==> src/design/dmws_pkg.sv <==
// Shared request, direction and move codes of the maze walker step unit.
`default_nettype none

package dmws_pkg;

  // Request codes of an input word.
  localparam logic [1:0] REQ_LOAD  = 2'd0;
  localparam logic [1:0] REQ_START = 2'd1;
  localparam logic [1:0] REQ_STEP  = 2'd2;

  // Directions, in the order a step tries them.
  localparam logic [1:0] DIR_DOWN  = 2'd0;
  localparam logic [1:0] DIR_RIGHT = 2'd1;
  localparam logic [1:0] DIR_UP    = 2'd2;
  localparam logic [1:0] DIR_LEFT  = 2'd3;

  // Kinds of move reported in a result word.
  localparam logic [1:0] MK_NONE  = 2'd0;
  localparam logic [1:0] MK_FWD   = 2'd1;
  localparam logic [1:0] MK_BACK  = 2'd2;
  localparam logic [1:0] MK_STUCK = 2'd3;

endpackage

`default_nettype wire

==> src/design/dmws_nbr.sv <==
// Neighbour unit: steps one cell from a position and flags moves off the grid.
`default_nettype none

module dmws_nbr #(
  parameter int GRID_SIZE = 32,
  localparam int CW = $clog2(GRID_SIZE)
) (
  input  wire logic [1:0]    dir,
  input  wire logic [CW-1:0] cx,
  input  wire logic [CW-1:0] cy,
  output logic               ok,
  output logic [CW-1:0]      nx,
  output logic [CW-1:0]      ny
);

  always_comb begin
    ok = 1'b1;
    nx = cx;
    ny = cy;
    unique case (dir)
      dmws_pkg::DIR_DOWN: begin
        if ((CW+1)'(cy) + (CW+1)'(1) >= (CW+1)'(GRID_SIZE)) begin
          ok = 1'b0;
        end else begin
          ny = cy + CW'(1);
        end
      end
      dmws_pkg::DIR_RIGHT: begin
        if ((CW+1)'(cx) + (CW+1)'(1) >= (CW+1)'(GRID_SIZE)) begin
          ok = 1'b0;
        end else begin
          nx = cx + CW'(1);
        end
      end
      dmws_pkg::DIR_UP: begin
        if (cy == '0) begin
          ok = 1'b0;
        end else begin
          ny = cy - CW'(1);
        end
      end
      dmws_pkg::DIR_LEFT: begin
        if (cx == '0) begin
          ok = 1'b0;
        end else begin
          nx = cx - CW'(1);
        end
      end
    endcase
  end

endmodule

`default_nettype wire

==> config.mk <==
export PLATFORM = sky130hd
export DESIGN_NAME = dmws_nbr
export DESIGN_NICKNAME = d
export VERILOG_FILES = /design/src/design/dmws_pkg.sv /design/src/design/dmws_nbr.sv
export SDC_FILE = /design/constraint.sdc
export NUM_CORES = 1
export LEC_CHECK = 0
export ABC_AREA = 1
export CAP_MARGIN = 20
export CORE_MARGIN = 1.5
export CORE_UTILIZATION = 30
export DETAILED_ROUTE_END_ITERATION = 8
export DONT_BUFFER_PORTS = 1
export PLACE_DENSITY_LB_ADDON = 0.25
export SETUP_SLACK_MARGIN = 0.1
export SLEW_MARGIN = 20
export SYNTH_ARGS = -nofsm -noshare
export SYNTH_HDL_FRONTEND = slang
export SYNTH_SLANG_ARGS = --single-unit
==> constraint.sdc <==
create_clock -name vclk -period 0.8
set_input_delay 0.12 -clock vclk [all_inputs]
set_output_delay 0.12 -clock vclk [all_outputs]
set_load 0.02 [all_outputs]
==> metrics.txt, run 1 <==
vias in the first global route=748; final worst-path setup slack=-65.87 ps; grt total ovfl=0; leakage component of the power=about 0.50 nW; Worst-Margin Slew=roughly 170 ps; Critical Path End Type=output pin; Overall Global Routing Usage=0.1549; vias per inst=5.049; I/O Buffers=0; Crit path required time=about 680 ps; die width=a little over 50 um; Tcrit/Tclk final=1.082; main area contributors after synthesis=sky130_fd_sc_hd__nand2_1 25%, sky130_fd_sc_hd__nand3_1 18%, sky130_fd_sc_hd__ha_1 7.4%, sky130_fd_sc_hd__nand3_2 7.4%, sky130_fd_sc_hd__inv_1 6.1%; floorplan die area=between 2000 and 3000 um^2; share of total power in the clock network=0; number of failing setup endpoints in the final timing report=7; net count after synthesis=approximately 140; antenna viol nets, final=0; placed wire-length estimate=between 1 and 1.5 mm; routed via count=~820; Layout area overhead=63.17%; Int Power=0.0002223 W; maximum ir drop on the vdd rail=between 0.2 and 0.25 mV; Pwr per Cell Area=slightly below 500 nW/um^2; kind of launch point of the worst setup path=input pin; placed instance count=between 150 and 200; CP Class=input pin to output pin; number of inserted filler cells in the final layout=~210; First DRT Iteration DRCs=12; RSZ-0062 raised after global routing=true; total number of placement rows=17; number of nets in the final layout=roughly 150; initial standard-cell utilization of the core=0.3131; max-capacitance violation count=0; area taken by multi-input logic gates=a little over 800 um^2; worst min-delay path class=input pin to output pin; ant diodes=0; post-route DRC violation count=0; net switching power=between 0.0003 and 0.0004 W; Die Height=roughly 51 um; count of flip-flops and latches=0; sequential cell area fraction in the yosys report=0; data arrival time of the worst path=750 ps; Fmax achieved=around 1.2 GHz; highest fanout seen on the critical path=6; number of instances in the synthesized netlist=between 100 and 150; violated checks=setup timing; Flop pwr share=0; core area=2170 um^2; count of clock buffers in the final design=0; quantity of hold-fixing buffers added after cts=0; post-synthesis area per instance=around 5.4 um^2; maximum number of pins on one net before global-route repair=9; most used standard cell by instance count after synthesis=sky130_fd_sc_hd__nand2_1; Final Hold Violating Endpoints=0; most area-hungry cell type in the Yosys netlist=sky130_fd_sc_hd__nand2_1; post-route non-filler standard cell count=about 160; combinational fraction of design power=1.000; first-pass iteration count of the detailed router=2; minimum clock period=slightly below 900 ps; area fraction of the dominant cell type after synthesis=0.2486; number of antenna violations at the first check in global routing=0; Synth Cell Area=roughly 680 um^2; number of distinct standard cells referenced by the synthesized netlist=20; switching part of the total=0.5928; layout cell share with drive strength beyond 1=0.5704; RePlAce Congestion=~0.8; worst-case headroom to the max-slew limit=0.8865; FF/Latch Area=0 um^2; sum of routed wire length over all layers=just over 2 mm; max-slew violations=0; top cell types by occurrence after synthesis=45 x sky130_fd_sc_hd__nand2_1, 24 x sky130_fd_sc_hd__nand3_1, 11 x sky130_fd_sc_hd__inv_1; status=complete, but fails checks; first-pass GRT wire length=between 3 and 4 mm; routed len/inst=between 10 and 15 um; worst hold margin=about 380 ps; Top-Level Pins=23; yosys synthesis warning count=0
==> power groups by stage <==
stage,Combinational (W),Clock [W],Sequential [W]
floorplan,0.000391,0,0
global placement,0.000423,0,0
detailed placement,0.000427,0,0
CTS,0.000485,0,0
global route,0.000595,0,0
finish,0.000546,0,0
==> routing by layer <==
metal	wire [um]	GRT usage
met1	877	0.2057
met2	1075	0.2807
met3	98	0.02083
met4	0	0
met5	0	0
==> final cells by class <==
cell class	count	share of cell area
Inverter	21	0.1377
Timing Repair Buffer	12	0.08126
Multi-Input combinational cell	102	0.7494
Tap cell	28	0.03160
==> repair_timing <==
| action | 4_1_cts | 5_1_grt |
|---|---|---|
| gates resized for setup | 29 | 28 |
| pin swaps | 20 | 22 |
| setup buffers | 0 | 3 |
| setup endpoints to repair | 11 | 11 |
==> cells in the final DEF, fill, tap and decap left out, types with 3 or more instances in the layout <==
master                    instances
sky130_fd_sc_hd__nand2_4          4
sky130_fd_sc_hd__ha_4             4
sky130_fd_sc_hd__nand2_1         32
sky130_fd_sc_hd__nand3_2         12
sky130_fd_sc_hd__inv_4            3
sky130_fd_sc_hd__buf_4           12
sky130_fd_sc_hd__inv_1            6
sky130_fd_sc_hd__nand2_2         13
sky130_fd_sc_hd__inv_2            6
sky130_fd_sc_hd__nand3_4          9
sky130_fd_sc_hd__nand4_1          3
sky130_fd_sc_hd__nand3_1          9
sky130_fd_sc_hd__nor2_4           6
==> through the flow <==
step	setup TNS [ps]	utilization	area, um^2	setup WS [ps]	total power, W
4_1_cts	-202.5	0.4458	967.2	-72.72	0.0004855
3_3_place_gp	-690.2	0.3864	838.3	-125.5	0.0004229
6_report	-200.0	0.5110	1109	-65.87	0.0005461
2_1_floorplan	-281.2	-	785.8	-64.12	0.0003908
5_1_grt	-588.7	0.5110	1109	-107.9	0.0005952
3_5_place_dp	-863.7	0.3864	838.3	-144.7	0.0004272
==> path summary, 6_finish.rpt <==
kind | from | to | slack [ps] | depth (start not counted)
min | cx[4] | nx[4] | 380 | 2
max | cy[0] | ok | -70 | 6
==> worst max-delay path: stages <==
cell                        delay [ps]
sky130_fd_sc_hd__clkinv_16          30
sky130_fd_sc_hd__ha_4              140
sky130_fd_sc_hd__nand3_4            70
sky130_fd_sc_hd__nand2_4           100
sky130_fd_sc_hd__nand4_1           110
sky130_fd_sc_hd__buf_4             170
==> logic make-up (layout without fill, tap and decap cells) <==
logic type / Yosys count / count (layout) / synth area share
adders and majority gates: 4 / 4 / 0.07367
xor gates and xnor gates: 4 / 4 / 0.05157
AOI/OAI and AO/OA: 3 / 3 / 0.02761
and+or+nand+nor: 91 / 91 / 0.6796
buffers and inverters: 24 / 33 / 0.1676
No activity file was read; power rests on OpenSTA's default activity.
==> inputs of run 2 (changes only) <==
- ABC_AREA: 1 -> unset
- REMOVE_ABC_BUFFERS: unset -> 1
==> metrics.txt, run 2 <==
final worst-path setup slack=-544.7 ps; grt total ovfl=0; first-pass GRT wire length=slightly below 3 mm; total number of placement rows=14; Fmax achieved=around 0.74 GHz; RSZ-0062 raised after global routing=true; count of flip-flops and latches=0; placed wire-length estimate=roughly 1.2 mm; initial standard-cell utilization of the core=0.3312; Final Hold Violating Endpoints=0; sum of routed wire length over all layers=1.784 mm; maximum number of pins on one net before global-route repair=16; leading cell type in the layout, fill and taps excluded=sky130_fd_sc_hd__buf_4; vias per inst=6.053; top cell types by occurrence after synthesis=7 x sky130_fd_sc_hd__inv_1, 6 x sky130_fd_sc_hd__nor2_1, 6 x sky130_fd_sc_hd__o21ai_0; maximum ir drop on the vdd rail=0.2697 mV; end of the critical path=nx[1]; minimum clock period=between 1000 and 1500 ps; Crit path required time=680 ps; Top-Level Pins=23; FF/Latch Area=0 um^2; core area=1541 um^2; Die Height=between 40 and 50 um; max-slew violations=0; most used cells in the layout excluding fill and tap cells=20 x sky130_fd_sc_hd__buf_4, 5 x sky130_fd_sc_hd__buf_6, 4 x sky130_fd_sc_hd__a31oi_1; post-synthesis area per instance=approximately 6.6 um^2; Pwr per Cell Area=approximately 460 nW/um^2; highest fanout seen on the critical path=8; Tcrit/Tclk final=1.681; design area=~960 um^2; most area-hungry cell type in the Yosys netlist=sky130_fd_sc_hd__ha_1; first element of the critical path=cx[0]; area fraction of the dominant cell type after synthesis=0.09804; number of failing setup endpoints in the final timing report=11; max-capacitance violation count=0; antenna viol nets, final=0; Layout area overhead=88.24%; most used standard cell by instance count after synthesis=sky130_fd_sc_hd__inv_1; leakage component of the power=between 0.3 and 0.4 nW; routed via count=slightly below 700; worst hold margin=around 300 ps; CP Class=input pin to output pin; worst min-delay path class=input pin to output pin; Synth Cell Area=510.5 um^2; number of distinct standard cells referenced by the synthesized netlist=36; kind of launch point of the worst setup path=input pin; data arrival time of the worst path=between 1000 and 1500 ps; layout cell share with drive strength beyond 1=0.5714; quantity of hold-fixing buffers added after cts=0; number of antenna violations at the first check in global routing=0; number of instances in the synthesized netlist=77; status=complete, but fails checks; hold path depth=1; violated checks=setup timing; ant diodes=0; die width=approximately 44 um; instance area after placement=655.6 um^2; First DRT Iteration DRCs=9; post-route DRC violation count=0; sequential cell area fraction in the yosys report=0; count of clock buffers in the final design=0; vias in the first global route=around 660; floorplan die area=roughly 2000 um^2; first-pass iteration count of the detailed router=4; yosys synthesis warning count=0; number of nets in the final layout=between 100 and 150; Overall Global Routing Usage=0.1841; RePlAce Congestion=0.9231; Worst-Margin Slew=287.9 ps; main area contributors after synthesis=sky130_fd_sc_hd__ha_1 9.8%, sky130_fd_sc_hd__o21ai_0 5.9%, sky130_fd_sc_hd__inv_1 5.1%, sky130_fd_sc_hd__a31oi_1 4.9%, sky130_fd_sc_hd__nand3_1 4.9%; worst-case headroom to the max-slew limit=0.8054; routed len/inst=about 16 um; I/O Buffers=0; Setup TNS Final=-3816 ps; Critical Path End Type=output pin
==> run 2: cell count changes in the layout (fill, tap and decap cells not counted), moves of 5 or more <==
cell                      delta
sky130_fd_sc_hd__inv_2       -6
sky130_fd_sc_hd__buf_4       +8
sky130_fd_sc_hd__buf_6       +5
sky130_fd_sc_hd__nor2_4      -5
sky130_fd_sc_hd__nand2_1    -29
sky130_fd_sc_hd__nand3_1     -7
sky130_fd_sc_hd__nand2_2    -11
sky130_fd_sc_hd__nand3_4     -6
sky130_fd_sc_hd__nand3_2    -12
==> run 2: kinds of logic (layout without fill, tap and decap cells) <==
group | after synthesis | count (layout) | share of synthesized area
AO/OA/AOI/OAI | 26 | 26 | 0.3750
adder cells (fa/ha/maj) | 4 | 4 | 0.09804
buffers and inverters | 11 | 32 | 0.1005
multiplexers | 2 | 2 | 0.04167
AND/OR/NAND/NOR | 34 | 34 | 0.3848
==> run 2: cell type report <==
cell class	instances	area, um^2
Inverter	7	98.84
Fill cell	136	580.6
Timing Repair Buffer	25	206.4
Tap cell	16	20.02
Multi-Input combinational cell	66	635.6
==> run 2: critical path, stage by stage <==
cell	delay, ps
sky130_fd_sc_hd__clkinv_16	20
sky130_fd_sc_hd__ha_4	120
sky130_fd_sc_hd__or4b_4	490
sky130_fd_sc_hd__o21ai_4	180
sky130_fd_sc_hd__a222oi_1	120
sky130_fd_sc_hd__buf_4	170
==> run 2: how the worst min path moves through the flow <==
stage | start | endpoint
CTS | cx[0] | nx[0]
finish | cx[0] | nx[0]
detailed placement | cx[0] | nx[0]
global placement | cx[0] | nx[0]
global route | cx[0] | nx[0]
floorplan | cx[0] | nx[0]
==> run 2: timing repair <==
item | CTS | global route
endpoints found under the hold margin | 0 | 0
pin swaps | 18 | 7
buffers inserted | 5 | 0
setup endpoints to repair | 11 | 11
resized for setup | 46 | 17
==> run 2: through the flow <==
step / power [W] / utilization / setup slack, ps / cells
after floorplan: 0.0002099 / - / -778.0 / 73
final: 0.0004374 / 0.6234 / -544.7 / 114
after global placement: 0.0003116 / 0.4253 / -620.5 / 109
after CTS: 0.0004056 / 0.5690 / -574.8 / 114
after detailed placement: 0.0003154 / 0.4253 / -657.1 / 109
after global routing: 0.0004677 / 0.6234 / -571.9 / 114
==> run 2: routing by layer <==
metal | global-route usage | vias to the layer above | wire [um]
li1 | - | 346 | -
met1 | 0.2293 | 314 | 739
met2 | 0.3471 | 26 | 898
met3 | 0.02041 | 4 | 109
met4 | 0.01818 | 0 | 38
met5 | 0 | - | 0
==> run 2: report_power, final <==
| part | switching (W) | total (W) | internal, W |
|---|---|---|---|
| Clock | 0 | 0 | 0 |
| Sequential | 0 | 0 | 0 |
| Combinational | 0.000208 | 0.000437 | 0.000229 |
| Total | 0.000208 | 0.000437 | 0.000229 |
==> inputs of run 3 (changes only) <==
--- a/config.mk
+++ b/config.mk
@@ -6,5 +6,4 @@
 export NUM_CORES = 1
 export LEC_CHECK = 0
-export CAP_MARGIN = 20
 export CORE_MARGIN = 1.5
 export CORE_UTILIZATION = 30
==> constraint.sdc (replaced) <==
create_clock -name vclk -period 0.8
set_input_delay 0.12 -clock vclk [all_inputs]
set_output_delay 0.12 -clock vclk [all_outputs]
set_load 0.005 [all_outputs]
==> metrics.txt, run 3 (same netlist as run 2, synthesis figures left out) <==
status=complete, but fails checks; violated checks=setup timing; I/O Buffers=0; routed via count=just under 700; vias per inst=around 6.5; Int Power=0.0001946 W; total number of placement rows=14; layout cell share with drive strength beyond 1=0.5714; antenna viol nets, final=0; First DRT Iteration DRCs=12; first-pass iteration count of the detailed router=6; worst-case headroom to the max-slew limit=0.8014; slowest stage cell, crit path=sky130_fd_sc_hd__or4b_4; leakage component of the power=about 0.32 nW; count of flip-flops and latches=0; Overall Global Routing Usage=0.1874; hold path depth=1; number of nets in the final layout=roughly 110; Flop pwr share=0; Fmax achieved=about 0.82 GHz; cell-by-cell trace of the critical path=clkinv_16, ha_4, or4b_4, o21ai_4, a222oi_1; HP Start=cx[0]; Critical Path End Type=output pin; maximum number of pins on one net before global-route repair=16; RSZ-0062 raised after global routing=true; Setup TNS Final=-2763 ps; Top-Level Pins=23; worst min-delay path class=input pin to output pin; data arrival time of the worst path=roughly 1100 ps; leading cell type in the layout, fill and taps excluded=sky130_fd_sc_hd__buf_4; Final Hold Violating Endpoints=0; sum of routed wire length over all layers=roughly 1.8 mm; final worst-path setup slack=-415.1 ps; placed instance count=roughly 100; combinational fraction of design power=1.000; routed len/inst=~17 um; floorplan die area=between 1500 and 2000 um^2; worst stage delay on the critical path=490 ps; quantity of hold-fixing buffers added after cts=0; Tcrit/Tclk final=1.519; max-slew violations=0; Post-Route Utilization=0.5771; die width=44.25 um; maximum ir drop on the vdd rail=between 0.15 and 0.2 mV; core area=approximately 1500 um^2; Pwr per Cell Area=~380 nW/um^2; grt total ovfl=0; share of total power in the clock network=0; post-route non-filler standard cell count=about 110; placed wire-length estimate=1.114 mm; FF/Latch Area=0 um^2; ant diodes=0; net switching power=0.0001453 W; highest fanout seen on the critical path=6; count of clock buffers in the final design=0; first element of the critical path=cx[1]; Crit path required time=between 600 and 700 ps; number of antenna violations at the first check in global routing=0; destination of the worst hold path=nx[0]; Crit path max-delay family=simple AND/OR/NAND/NOR gates; initial standard-cell utilization of the core=0.3312; number of failing setup endpoints in the final timing report=11; minimum clock period=roughly 1200 ps; Die Height=44.25 um; CP Class=input pin to output pin; max-capacitance violation count=0; Layout area overhead=74.26%; first-pass GRT wire length=2.884 mm; post-route DRC violation count=0; Worst-Margin Slew=295.6 ps; switching part of the total=0.4275; RePlAce Congestion=approximately 0.90; Buf+Inv Stages, Crit Path=1; vias in the first global route=651; kind of launch point of the worst setup path=input pin; most used cells in the layout excluding fill and tap cells=15 x sky130_fd_sc_hd__buf_4, 4 x sky130_fd_sc_hd__nand2_1, 4 x sky130_fd_sc_hd__o21ai_2, 4 x sky130_fd_sc_hd__nor2_1
run 3: worst max path at each step:
stage	cells after the start	slack, ps	to
final	5	-420	nx[1]
after global routing	6	-450	nx[0]
after CTS	5	-460	nx[1]
after detailed placement	4	-520	nx[1]
after global placement	4	-480	nx[1]
after floorplan	5	-460	nx[1]
run 3: cell type report:
class,instances,area (um^2)
timing repair buffer,18,146.4
fill,149,651.9
tap,16,20.02
multi-input combinational,66,645.6
inverter,7,77.57
run 3: repair_timing:
item | CTS | global route
endpoints found under the setup margin | 11 | 11
cloned | 0 | 0
pin swaps | 19 | 6
setup buffers | 3 | 3
gates resized for setup | 51 | 10
run 3: power groups by stage:
| stage | logic, W | registers (W) | clock network [W] |
|---|---|---|---|
| floorplan | 0.000153 | 0 | 0 |
| global placement | 0.000223 | 0 | 0 |
| detailed placement | 0.000225 | 0 | 0 |
| CTS | 0.000315 | 0 | 0 |
| global route | 0.000368 | 0 | 0 |
| finish | 0.000340 | 0 | 0 |
run 3: routing by layer:
layer / GRT usage / up-vias / share of wire
met2: 0.3765 / 33 / 0.54
li1: - / 329 / -
met5: 0 / - / 0
met4: 0.02424 / 0 / 0.011
met1: 0.2098 / 332 / 0.37
met3: 0.02449 / 2 / 0.071
run 3: through the flow:
step / area, um^2 / worst slack, ps / hold slack [ps] / power, W
final: 889.6 / -415.1 / 285.6 / 0.0003399
after floorplan: 485.5 / -458.2 / 282.7 / 0.0001528
after CTS: 843.3 / -458.8 / 287.1 / 0.0003147
after global placement: 610.6 / -481.9 / 287.3 / 0.0002232
after global routing: 889.6 / -449.5 / 290.7 / 0.0003679
after detailed placement: 610.6 / -520.6 / 286.9 / 0.0002248
